### config.mk
export PLATFORM = sky130hd
export DESIGN_NAME = packet_deframer_sum8
export DESIGN_NICKNAME = d
export VERILOG_FILES = /design/src/rtl/core/pdfs8_pkg.sv /design/src/rtl/core/pdfs8_core.sv /design/src/rtl/core/packet_deframer_sum8.sv
export SDC_FILE = /design/constraint.sdc
export NUM_CORES = 1
export LEC_CHECK = 0
export ABC_AREA = 1
export BUFFER_PORTS_ARGS = -buffer_cell sky130_fd_sc_hd__buf_2
export CORE_MARGIN = 2
export CORE_UTILIZATION = 61
export CTS_BUF_LIST = sky130_fd_sc_hd__clkbuf_4 sky130_fd_sc_hd__clkbuf_8
export DETAILED_ROUTE_END_ITERATION = 8
export PLACE_DENSITY = 0.85
export SYNTH_ARGS = -nofsm -noshare
export SYNTH_HDL_FRONTEND = slang
export SYNTH_SLANG_ARGS = --single-unit
### constraint.sdc
create_clock -name i_clk -period 3.75 [get_ports i_clk]
set_input_delay 0 -clock i_clk [delete_from_list [all_inputs] [get_ports i_clk]]
set_output_delay 0 -clock i_clk [all_outputs]
set_load 0.01 [all_outputs]
### src/rtl/core/pdfs8_pkg.sv
// Types and constants for the packet deframer with 8-bit sum check.
`timescale 1ns / 1ps

package pdfs8_pkg;

    localparam int unsigned BYTE_W     = 8;
    localparam int unsigned POS_W      = 9;
    localparam int unsigned CFG_IDX_W  = 1;
    localparam int unsigned OUT_DATA_W = 32;

    localparam logic [POS_W-1:0] POS_HEADER  = 9'd0;
    localparam logic [POS_W-1:0] POS_COMMAND = 9'd1;
    localparam logic [POS_W-1:0] POS_LENGTH  = 9'd2;
    localparam logic [POS_W-1:0] POS_PAYLOAD = 9'd3;
    localparam logic [POS_W-1:0] POS_MAX     = 9'd511;

    localparam int unsigned MIN_PACKET = 5;

    localparam logic [BYTE_W-1:0] HEADER_RESET = 8'hAA;
    localparam logic [BYTE_W-1:0] TAIL_RESET   = 8'h55;

    localparam logic [CFG_IDX_W-1:0] REG_HEADER = 1'd0;
    localparam logic [CFG_IDX_W-1:0] REG_TAIL   = 1'd1;

    localparam logic KIND_PAYLOAD = 1'b0;
    localparam logic KIND_STATUS  = 1'b1;

    typedef enum logic [1:0] {
        ERR_OK       = 2'd0,
        ERR_INVALID  = 2'd1,
        ERR_CHECKSUM = 2'd2
    } t_err;

    typedef struct packed {
        logic              emit;
        logic              kind;
        logic [BYTE_W-1:0] payload;
        logic [BYTE_W-1:0] command;
        logic [BYTE_W-1:0] length;
        t_err              err;
    } t_result;

endpackage

### src/rtl/core/pdfs8_core.sv
// Packet framing state and per-byte result decision.
`timescale 1ns / 1ps

module pdfs8_core (
    input  logic                           i_clk,
    input  logic                           i_rst_n,
    input  logic                           i_fire,
    input  logic [pdfs8_pkg::BYTE_W-1:0]   i_byte,
    input  logic                           i_last,
    input  logic [pdfs8_pkg::BYTE_W-1:0]   i_header_byte,
    input  logic [pdfs8_pkg::BYTE_W-1:0]   i_tail_byte,
    output pdfs8_pkg::t_result             o_result
);

    localparam int unsigned PW = pdfs8_pkg::POS_W;
    localparam int unsigned BW = pdfs8_pkg::BYTE_W;
    localparam logic [PW:0] MIN_EXT   = (PW+1)'(pdfs8_pkg::MIN_PACKET);
    localparam logic [PW:0] START_EXT = {1'b0, pdfs8_pkg::POS_PAYLOAD};

    logic [PW-1:0] r_pos,      n_pos;
    logic          r_first_ok, n_first_ok;
    logic [BW-1:0] r_cmd,      n_cmd;
    logic [BW-1:0] r_len,      n_len;
    logic [BW-1:0] r_sum,      n_sum;
    logic [BW-1:0] r_prev,     n_prev;

    logic [PW:0] w_pos_ext;
    logic [PW:0] w_len_ext;

    assign w_pos_ext = {1'b0, r_pos};
    assign w_len_ext = {{(PW+1-BW){1'b0}}, r_len};

    always_comb begin
        n_pos      = r_pos;
        n_first_ok = r_first_ok;
        n_cmd      = r_cmd;
        n_len      = r_len;
        n_sum      = r_sum;
        n_prev     = r_prev;
        o_result   = '0;

        if (i_last) begin
            o_result.emit    = 1'b1;
            o_result.kind    = pdfs8_pkg::KIND_STATUS;
            o_result.command = r_cmd;
            o_result.length  = r_len;
            if ((w_pos_ext + 1'b1 < MIN_EXT) || !r_first_ok || (i_byte != i_tail_byte)) begin
                o_result.err = pdfs8_pkg::ERR_INVALID;
            end else if (w_pos_ext + 1'b1 != w_len_ext + MIN_EXT) begin
                o_result.err = pdfs8_pkg::ERR_INVALID;
            end else if (r_prev != r_sum) begin
                o_result.err = pdfs8_pkg::ERR_CHECKSUM;
            end else begin
                o_result.err = pdfs8_pkg::ERR_OK;
            end
            n_pos      = '0;
            n_first_ok = 1'b0;
            n_cmd      = '0;
            n_len      = '0;
            n_sum      = '0;
            n_prev     = '0;
        end else begin
            case (r_pos)
                pdfs8_pkg::POS_HEADER:  n_first_ok = (i_byte == i_header_byte);
                pdfs8_pkg::POS_COMMAND: n_cmd      = i_byte;
                pdfs8_pkg::POS_LENGTH:  n_len      = i_byte;
                default: ;
            endcase
            if (r_pos >= pdfs8_pkg::POS_LENGTH) begin
                n_sum = r_sum + r_prev;
            end
            n_prev = i_byte;
            if (r_pos != pdfs8_pkg::POS_MAX) begin
                n_pos = r_pos + 1'b1;
            end
            if ((r_pos >= pdfs8_pkg::POS_PAYLOAD) && (w_pos_ext < w_len_ext + START_EXT)) begin
                o_result.emit    = 1'b1;
                o_result.kind    = pdfs8_pkg::KIND_PAYLOAD;
                o_result.payload = i_byte;
            end
        end
    end

    always_ff @(posedge i_clk) begin
        if (!i_rst_n) begin
            r_pos      <= '0;
            r_first_ok <= 1'b0;
            r_cmd      <= '0;
            r_len      <= '0;
            r_sum      <= '0;
            r_prev     <= '0;
        end else if (i_fire) begin
            r_pos      <= n_pos;
            r_first_ok <= n_first_ok;
            r_cmd      <= n_cmd;
            r_len      <= n_len;
            r_sum      <= n_sum;
            r_prev     <= n_prev;
        end
    end

endmodule

### src/rtl/core/packet_deframer_sum8.sv
// Top level of the packet deframer: input register, framing core, result register.
//
//   channel   dir  handshake                      payload
//   s_axis    in   s_axis_tvalid/s_axis_tready    tdata rx_byte, tlast end_of_packet
//   m_axis    out  m_axis_tvalid/m_axis_tready    tdata fields, tuser item_kind
//   cfg       in   i_cfg_valid/o_cfg_ready        i_cfg_index, i_cfg_data
//
// One byte per cycle sustained while the result port is not stalled; each result word
// is registered: its byte passes the input register, then the framing logic into the result register.
// Reset restores header 0xAA and tail 0x55 and clears the packet state.
// A stalled result holds in the result register; the input stalls only once both
// the result register and the input register are full.
`timescale 1ns / 1ps

module packet_deframer_sum8 (
    input  logic                                   i_clk,
    input  logic                                   i_rst_n,
    input  logic                                   s_axis_tvalid,
    output logic                                   s_axis_tready,
    // [7:0] rx_byte
    input  logic [pdfs8_pkg::BYTE_W-1:0]           s_axis_tdata,
    input  logic                                   s_axis_tlast,
    output logic                                   m_axis_tvalid,
    input  logic                                   m_axis_tready,
    // [7:0] payload_byte, [15:8] command_code, [23:16] payload_length,
    // [25:24] error_code, [31:26] zero
    output logic [pdfs8_pkg::OUT_DATA_W-1:0]       m_axis_tdata,
    // [0] item_kind
    output logic                                   m_axis_tuser,
    input  logic                                   i_cfg_valid,
    output logic                                   o_cfg_ready,
    input  logic [pdfs8_pkg::CFG_IDX_W-1:0]        i_cfg_index,
    input  logic [pdfs8_pkg::BYTE_W-1:0]           i_cfg_data
);

    localparam int unsigned BW = pdfs8_pkg::BYTE_W;
    localparam int unsigned PAD_W = pdfs8_pkg::OUT_DATA_W - 3 * BW - 2;

    logic          r_in_valid;
    logic [BW-1:0] r_in_byte;
    logic          r_in_last;

    logic          r_out_valid;
    logic          r_out_kind;
    logic [BW-1:0] r_out_payload;
    logic [BW-1:0] r_out_command;
    logic [BW-1:0] r_out_length;
    logic [1:0]    r_out_err;

    logic [BW-1:0] r_header;
    logic [BW-1:0] r_tail;

    logic               w_out_free;
    logic               w_fire;
    logic               w_in_take;
    pdfs8_pkg::t_result w_result;

    assign w_out_free    = !r_out_valid || m_axis_tready;
    assign w_fire        = r_in_valid && w_out_free;
    assign s_axis_tready = !r_in_valid || w_fire;
    assign w_in_take     = s_axis_tvalid && s_axis_tready;
    assign o_cfg_ready   = 1'b1;

    always_ff @(posedge i_clk) begin
        if (!i_rst_n) begin
            r_header <= pdfs8_pkg::HEADER_RESET;
            r_tail   <= pdfs8_pkg::TAIL_RESET;
        end else if (i_cfg_valid) begin
            unique case (i_cfg_index)
                pdfs8_pkg::REG_HEADER: r_header <= i_cfg_data;
                pdfs8_pkg::REG_TAIL:   r_tail   <= i_cfg_data;
                default: ;
            endcase
        end
    end

    always_ff @(posedge i_clk) begin
        if (!i_rst_n) begin
            r_in_valid <= 1'b0;
        end else if (w_in_take) begin
            r_in_valid <= 1'b1;
        end else if (w_fire) begin
            r_in_valid <= 1'b0;
        end
    end

    always_ff @(posedge i_clk) begin
        if (w_in_take) begin
            r_in_byte <= s_axis_tdata;
            r_in_last <= s_axis_tlast;
        end
    end

    pdfs8_core u_core (
        .i_clk         (i_clk),
        .i_rst_n       (i_rst_n),
        .i_fire        (w_fire),
        .i_byte        (r_in_byte),
        .i_last        (r_in_last),
        .i_header_byte (r_header),
        .i_tail_byte   (r_tail),
        .o_result      (w_result)
    );

    always_ff @(posedge i_clk) begin
        if (!i_rst_n) begin
            r_out_valid <= 1'b0;
        end else if (w_fire && w_result.emit) begin
            r_out_valid <= 1'b1;
        end else if (m_axis_tready) begin
            r_out_valid <= 1'b0;
        end
    end

    always_ff @(posedge i_clk) begin
        if (w_fire && w_result.emit) begin
            r_out_kind    <= w_result.kind;
            r_out_payload <= w_result.payload;
            r_out_command <= w_result.command;
            r_out_length  <= w_result.length;
            r_out_err     <= w_result.err;
        end
    end

    assign m_axis_tvalid = r_out_valid;
    assign m_axis_tuser  = r_out_kind;
    assign m_axis_tdata  = {{PAD_W{1'b0}}, r_out_err, r_out_length, r_out_command,
                            r_out_payload};

endmodule

* Word-level counts from Yosys, hierarchy flattened
Index checks and enable logic that the tools add are counted.
Word-level totals: register bits after elaboration 96, input port bits 23, output and inout port bits 36, logic and storage cells 85
Cells by class: add/subtract/negate cells 5, magnitude comparators 4, equality and inequality tests 7, multiplexer cells 20, bitwise gates (word level) 3, reductions and logical operators 28
Operators with widths (number):
- 8-bit 2-to-1 mux | 7
- 9-bit by 2-bit >= comparator with 1-bit output, second input constant | 2
- 9-bit 2-to-1 mux | 2
- 8-bit != test | 2
- 2-bit AND reduction | 7
- 2-bit nonzero test | 7
- 9-bit by 1-bit adder with 10-bit output, second input constant | 1
- 10-bit by 3-bit less-than comparator with 1-bit output, second input constant | 1
- 9-bit by 10-bit less-than comparator with 1-bit output | 1
- 10-bit 2-to-1 mux | 1
- 10-bit != test | 1
- 8-bit by 2-bit adder with 9-bit output, second input constant | 1
- 8-bit by 3-bit adder with 9-bit output, second input constant | 1
- 9-bit by 1-bit adder with 9-bit output, second input constant | 1
- 9-bit by 1-bit == test with 1-bit output, second input constant | 1
- 9-bit by 2-bit == test with 1-bit output, second input constant | 1
- 9-bit zero test | 1
- 9-bit != test, second input constant | 1
- 8-bit adder | 1
- 8-bit == test | 1
- 1-bit 2-to-1 mux | 8
- 1-bit logical AND | 4
- 1-bit logical OR | 4
- 2-bit 2-to-1 mux | 2
- other kinds (4) | 8

* Longest topological paths before layout
depth after elaboration 7, mapped depth 14, mapped depth without buffers 13

* Cells and area by module
A second synthesis with hierarchy kept.
Second synthesis, totals: cells, all modules 720, area, all modules 5328.9 um^2
Modules (own cells, without submodules):
- pdfs8_core | instances 1, cells an instance 578, area an instance 3490.8 um^2, sequential area each 840.8 um^2
- packet_deframer_sum8 | instances 1, cells an instance 142, area an instance 1838.0 um^2, sequential area each 1441.4 um^2

* Worst setup path after synthesis
Ideal clock, no wire load.
path type register to register, start point register u_core.r_len[0], end point register r_out_kind, in the netlist m_axis_tuser (enable), setup time 382 ps, arrival 2630 ps, data required time 3368 ps, path slack 738 ps, stages on the path, launching flop included 13, path buffers 0, clock period less this slack 3012 ps, cells stage by stage dfxtp_1 inv_1 ha_1 nor3_1 nand2_1 xor2_1 ha_1 and3_1 o211ai_1 nand4_2 nand2_1 nand2_1 inv_1
Between the ends: cells in the longest elaborated chain, start to end 6
RTL lines:
- from (decl) | RTL line pdfs8_core.sv:23 | logic [BW-1:0] r_len, n_len;
- from (signal assigned) | RTL line pdfs8_core.sv:96 | r_len <= n_len;
- 8-bit by 2-bit adder with 9-bit output | RTL line pdfs8_core.sv:76 | if ((r_pos >= pdfs8_pkg::POS_PAYLOAD) && (w_pos_ext < w_len_ext + START_EXT)) begin
- 9-bit by 10-bit less-than comparator with 1-bit output | RTL line pdfs8_core.sv:76
- 1-bit logical AND | RTL line pdfs8_core.sv:76
- 10-bit 2-to-1 mux | RTL line pdfs8_core.sv:76
- 2-bit 2-to-1 mux | RTL line pdfs8_core.sv:42 | if (i_last) begin
- 1-bit logical AND | RTL line packet_deframer_sum8.sv:116 | if (w_fire && w_result.emit) begin
- to (signal assigned) | RTL line packet_deframer_sum8.sv:117 | r_out_kind <= w_result.kind;
- to (decl) | RTL line packet_deframer_sum8.sv:44 | logic r_out_kind;
No other way between the ends. A chain may end at the register's enable or synchronous reset.

* Worst setup path in the final report
start point register u_core.r_len[0], end point register r_out_length[1] (enable)
Between the ends: cells in the longest elaborated chain, start to end 6
RTL lines:
- 8-bit by 2-bit adder with 9-bit output | RTL line pdfs8_core.sv:76
- 9-bit by 10-bit less-than comparator with 1-bit output | RTL line pdfs8_core.sv:76
- 1-bit logical AND | RTL line pdfs8_core.sv:76
- 10-bit 2-to-1 mux | RTL line pdfs8_core.sv:76
- 2-bit 2-to-1 mux | RTL line pdfs8_core.sv:42
- 1-bit logical AND | RTL line packet_deframer_sum8.sv:116
- to (signal assigned) | RTL line packet_deframer_sum8.sv:120 | r_out_length <= w_result.length;
- to (decl) | RTL line packet_deframer_sum8.sv:47 | logic [BW-1:0] r_out_length;
No other way between the ends.

==> metrics.log <==
INFO  metric crit_slowest_cell = sky130_fd_sc_hd__dfxtp_1
INFO  metric core_area = 8300 µm²
INFO  metric gp_routability_congestion = 0.961
INFO  metric drt_iter0_markers = 341
INFO  metric timing_worst_slew_pin_value = 1.23 ns
INFO  metric startpoint_type = flip-flop
INFO  metric worst-endpoint-required = 3.80 ns
INFO  metric maximum_number_of_buffers_from_clock_root_to_sink = 2
INFO  metric setup_repair_bufs_after_cts = 0
INFO  metric cp_peak_stage_delay = 0.42 ns
INFO  metric yosysSeqAreaShare = 43.4%
INFO  metric clk_pin_slew = 0.11 ns
INFO  metric synth_edf_count = 36
INFO  metric number_of_failing_hold_endpoints_at_the_final_stage = 0
INFO  metric comb_power_share = 9.4%
INFO  metric critPathCaptureType = flip-flop
INFO  metric globalRouteOverflowTotal = 0
INFO  metric critPathMostFrequentCell = sky130_fd_sc_hd__nand2_1
INFO  metric netlist_area = 5250 µm²
INFO  metric timing.max_cap.violations = 0
INFO  metric yosysUniqueCellTypes = 44
INFO  metric synth_async_sr_flop_share = 0%
INFO  metric clock_skew = 0.00942 ns
INFO  metric post-place-cells = 832
INFO  metric insertion_delay = 0.38 ns
INFO  metric number_of_global_route_vias_before_repair = 4415
INFO  metric fin_nets = 806
INFO  metric residual_drc = 0
INFO  metric cts_buffers = 9
INFO  metric floorplan.io_pins = 59
INFO  metric detailedPlacementHpwl = 9010 µm
INFO  metric setup_viol = 0
INFO  metric grt_pass1_wl = 20700 µm
INFO  metric cp_cell_sequence = inv_1, ha_1, nor3_1, nand2_1, xor2_1, ha_1, and3_1, o211ai_1, nand4_2, nand2_1, nand2_1, inv_1, buf_4
INFO  metric syn_to_final_growth = 13.1%
INFO  metric die_h = 96.8 µm
INFO  metric final_layout_size_suffix_gt1_share = 12.6%
INFO  metric period_share = 85.1%
INFO  metric r2r_setup_slack = 0.56 ns
INFO  metric drt-pass1-iter-count = 5
INFO  metric final_cell_count_no_fill = 868
INFO  metric intPower = 1440 µW
INFO  metric summed_negative_setup_slack_over_all_endpoints = 0 ns
INFO  metric die_x = 96.8 µm
INFO  metric tritoncts = yes
INFO  metric tightest_hold_check_type = in -> reg
INFO  metric seq_power_share = 56.4%
INFO  metric cts-root-buf = sky130_fd_sc_hd__clkbuf_8
INFO  metric place.port_buffers = 51
INFO  metric slew_headroom = 18.1%
INFO  metric cts.sinks = 96
INFO  metric postPlaceCellArea = 5540 µm²
INFO  metric power.switching = 569 µW
INFO  metric leading_register_cell_type_out_of_synthesis = sky130_fd_sc_hd__dfxtp_1
INFO  metric core.rowCount = 33
INFO  metric postSynthCellCount = 691
INFO  metric syn-mean-instance-area = 7.60 µm²
INFO  metric drtAntennaViolNets = 0
INFO  metric postSynthRegisterBits = 96
INFO  metric run_status = finished, final reports clean
INFO  metric static-leakage-power = 0.00276 µW
INFO  metric fin_area = 5940 µm²
INFO  metric timing.critical_path.arrival = 3.24 ns
INFO  metric power_switching_share = 28.3%
INFO  metric finish.utilization = 71.6%
INFO  metric via_per_inst = 5.44
INFO  metric whs = 0.0498 ns
INFO  metric setup_repair_after_global_routing_missed_its_margin = no
INFO  metric worst_supply_voltage_drop_on_vdd = 311 µV
INFO  metric total_power_per_unit_cell_area = 338 nW/µm²
INFO  metric grt_antenna_before_repair = 0
INFO  metric detail_route.wl_per_cell = 14.4 µm
INFO  metric vias = 4723
INFO  metric path_max_fanout = 27
INFO  metric area_of_the_die = 9370 µm²
INFO  metric maxSlewViolCount = 0
INFO  metric timing.setup.critical_path_class = reg -> reg
INFO  metric h_tree_depth = 3
INFO  metric fmaxAchievable = 0.313 GHz
INFO  metric antennaDiodeCount = 0
INFO  metric grt_max_degree = 40
INFO  metric grt_util_all_layers = 27.0%
INFO  metric synthesis.yosys.warnings = 0
INFO  metric share_clk_of_total_power = 34.2%
INFO  metric period_minus_slack = 3.19 ns
INFO  metric drt_wl_total = 12500 µm
INFO  metric initial_core_util = 63.3%
## final cells by class
type	count	area, µm²
multi-input combinational	478	2480
fill	660	2360
sequential	96	2280
timing repair buffer	73	470
inverter	100	375
tap	105	131
clock buffer	9	124
clock inverter	7	77.6
## timing repair
item,CTS,global route
hold buffers,20,0
gates resized for setup,0,0
hold endpoints to repair,27,0
## state kept, by name, indices dropped and copies added (netlist names)
| signal | cells |
|---|---|
| u_core.r_prev | 8 |
| r_out_err | 2 |
| u_core.r_sum | 8 |
| u_core.r_pos | 9 |
| r_in_last | 1 |
| r_header | 8 |
| m_axis_tvalid | 1 |
| r_in_byte | 8 |
| r_out_length | 8 |
| r_tail | 8 |
| r_out_command | 8 |
| u_core.r_cmd | 8 |
| r_in_valid | 1 |
| m_axis_tuser | 1 |
| u_core.r_len | 8 |
| r_out_payload | 8 |
| u_core.r_first_ok | 1 |
## cell usage after synthesis (2+ instances only)
cell type	n	area [µm²]
sky130_fd_sc_hd__o21ai_1	2	10.0
sky130_fd_sc_hd__edfxtp_1	36	1080
sky130_fd_sc_hd__a21oi_1	58	290
sky130_fd_sc_hd__nor2_1	56	210
sky130_fd_sc_hd__nand2_1	197	739
sky130_fd_sc_hd__nand3_1	27	135
sky130_fd_sc_hd__nand2_2	9	56.3
sky130_fd_sc_hd__o211ai_1	8	60.1
sky130_fd_sc_hd__xor2_1	12	105
sky130_fd_sc_hd__a22oi_1	2	15.0
sky130_fd_sc_hd__conb_1	2	7.51
sky130_fd_sc_hd__nor3_1	11	55.1
sky130_fd_sc_hd__a31oi_1	2	12.5
sky130_fd_sc_hd__dfxtp_1	60	1200
sky130_fd_sc_hd__o21ai_4	2	32.5
sky130_fd_sc_hd__nand4_1	12	75.1
sky130_fd_sc_hd__buf_6	2	22.5
sky130_fd_sc_hd__nor3_2	2	20.0
sky130_fd_sc_hd__clkinv_1	2	7.51
sky130_fd_sc_hd__buf_4	9	67.6
sky130_fd_sc_hd__nor2_2	5	31.3
sky130_fd_sc_hd__clkbuf_1	8	30.0
sky130_fd_sc_hd__inv_2	2	7.51
sky130_fd_sc_hd__xnor2_1	4	35.0
sky130_fd_sc_hd__ha_1	24	300
sky130_fd_sc_hd__buf_1	2	7.51
sky130_fd_sc_hd__o22ai_1	2	12.5
sky130_fd_sc_hd__nor2_4	2	22.5
sky130_fd_sc_hd__o21ai_0	21	105
sky130_fd_sc_hd__inv_1	96	360
## worst paths after layout
path                                 startpoint              end  cells past startpoint
worst max register to register  u_core.r_len[0]  r_out_length[1]                     13
worst min-delay path                    i_rst_n        r_tail[6]                      2
worst max-delay path            u_core.r_len[0]  r_out_length[1]                     13
worst min register to register  u_core.r_cmd[7]  u_core.r_cmd[7]                      2
## layout by cell type (no fill, tap or decap), types with 2 or more instances in the layout
master | synthesis | layout
sky130_fd_sc_hd__a21oi_1 | 58 | 58
sky130_fd_sc_hd__a22oi_1 | 2 | 2
sky130_fd_sc_hd__a31oi_1 | 2 | 2
sky130_fd_sc_hd__buf_2 | 1 | 51
sky130_fd_sc_hd__buf_4 | 9 | 2
sky130_fd_sc_hd__clkbuf_8 | 0 | 9
sky130_fd_sc_hd__clkinv_1 | 2 | 2
sky130_fd_sc_hd__clkinv_8 | 0 | 2
sky130_fd_sc_hd__clkinvlp_4 | 0 | 3
sky130_fd_sc_hd__conb_1 | 2 | 7
sky130_fd_sc_hd__dfxtp_1 | 60 | 60
sky130_fd_sc_hd__dlygate4sd3_1 | 0 | 20
sky130_fd_sc_hd__edfxtp_1 | 36 | 36
sky130_fd_sc_hd__ha_1 | 24 | 24
sky130_fd_sc_hd__inv_1 | 96 | 96
sky130_fd_sc_hd__inv_2 | 2 | 2
sky130_fd_sc_hd__inv_8 | 0 | 2
sky130_fd_sc_hd__nand2_1 | 197 | 197
sky130_fd_sc_hd__nand2_2 | 9 | 9
sky130_fd_sc_hd__nand3_1 | 27 | 27
sky130_fd_sc_hd__nand4_1 | 12 | 12
sky130_fd_sc_hd__nor2_1 | 56 | 56
sky130_fd_sc_hd__nor2_2 | 5 | 5
sky130_fd_sc_hd__nor2_4 | 2 | 2
sky130_fd_sc_hd__nor3_1 | 11 | 11
sky130_fd_sc_hd__nor3_2 | 2 | 2
sky130_fd_sc_hd__o211ai_1 | 8 | 8
sky130_fd_sc_hd__o21ai_0 | 21 | 21
sky130_fd_sc_hd__o21ai_1 | 2 | 2
sky130_fd_sc_hd__o21ai_4 | 2 | 2
sky130_fd_sc_hd__o22ai_1 | 2 | 2
sky130_fd_sc_hd__xnor2_1 | 4 | 4
sky130_fd_sc_hd__xor2_1 | 12 | 12
## per-stage QoR
| stage | total power (µW) | setup WS, ns |
|---|---|---|
| after floorplan | 1270 | 0.738 |
| after global placement | 1320 | 0.750 |
| after detailed placement | 1330 | 0.625 |
| after CTS | 2010 | 0.614 |
| after global routing | 2080 | 0.233 |
| final | 2010 | 0.558 |
## power by group through the flow
stage	registers, µW	logic, µW	clock network, µW
6_report	1130	190	687
4_1_cts	1130	186	690
2_1_floorplan	1160	116	0
5_1_grt	1140	209	737
3_5_place_dp	1160	168	0
3_3_place_gp	1160	163	0
## critical path, delay by kind of cell, from the launching register on
| kind | cells | cell delay [ns] |
|---|---|---|
| adder cells (fa/ha/maj) | 2 | 0.55 |
| flip-flops | 1 | 0.42 |
| AO/OA/AOI/OAI | 1 | 0.09 |
| AND/OR/NAND/NOR | 6 | 1.11 |
| buffers and inverters | 3 | 0.51 |
| XOR/XNOR | 1 | 0.17 |
## kinds of logic (layout without fill, tap and decap cells)
| kind of cell | after synthesis | after routing | share of synthesized area, % |
|---|---|---|---|
| simple gates | 327 | 327 | 26.7 |
| compound gates | 102 | 102 | 11.0 |
| xor+xnor | 17 | 17 | 2.98 |
| flops | 96 | 96 | 43.4 |
| buf+inv | 122 | 189 | 9.67 |
| other cells | 2 | 7 | 0.143 |
| fa+ha+maj | 25 | 25 | 6.10 |
## metal layers
metal	GRT usage, %	part of all wire, %	vias to the layer above
met5	0	0	-
met4	12.8	3.4	0
met3	4.91	6.9	40
met2	44.3	47	183
met1	34.6	42	2156
li1	-	-	2344
(Power assumes the default switching activity.)
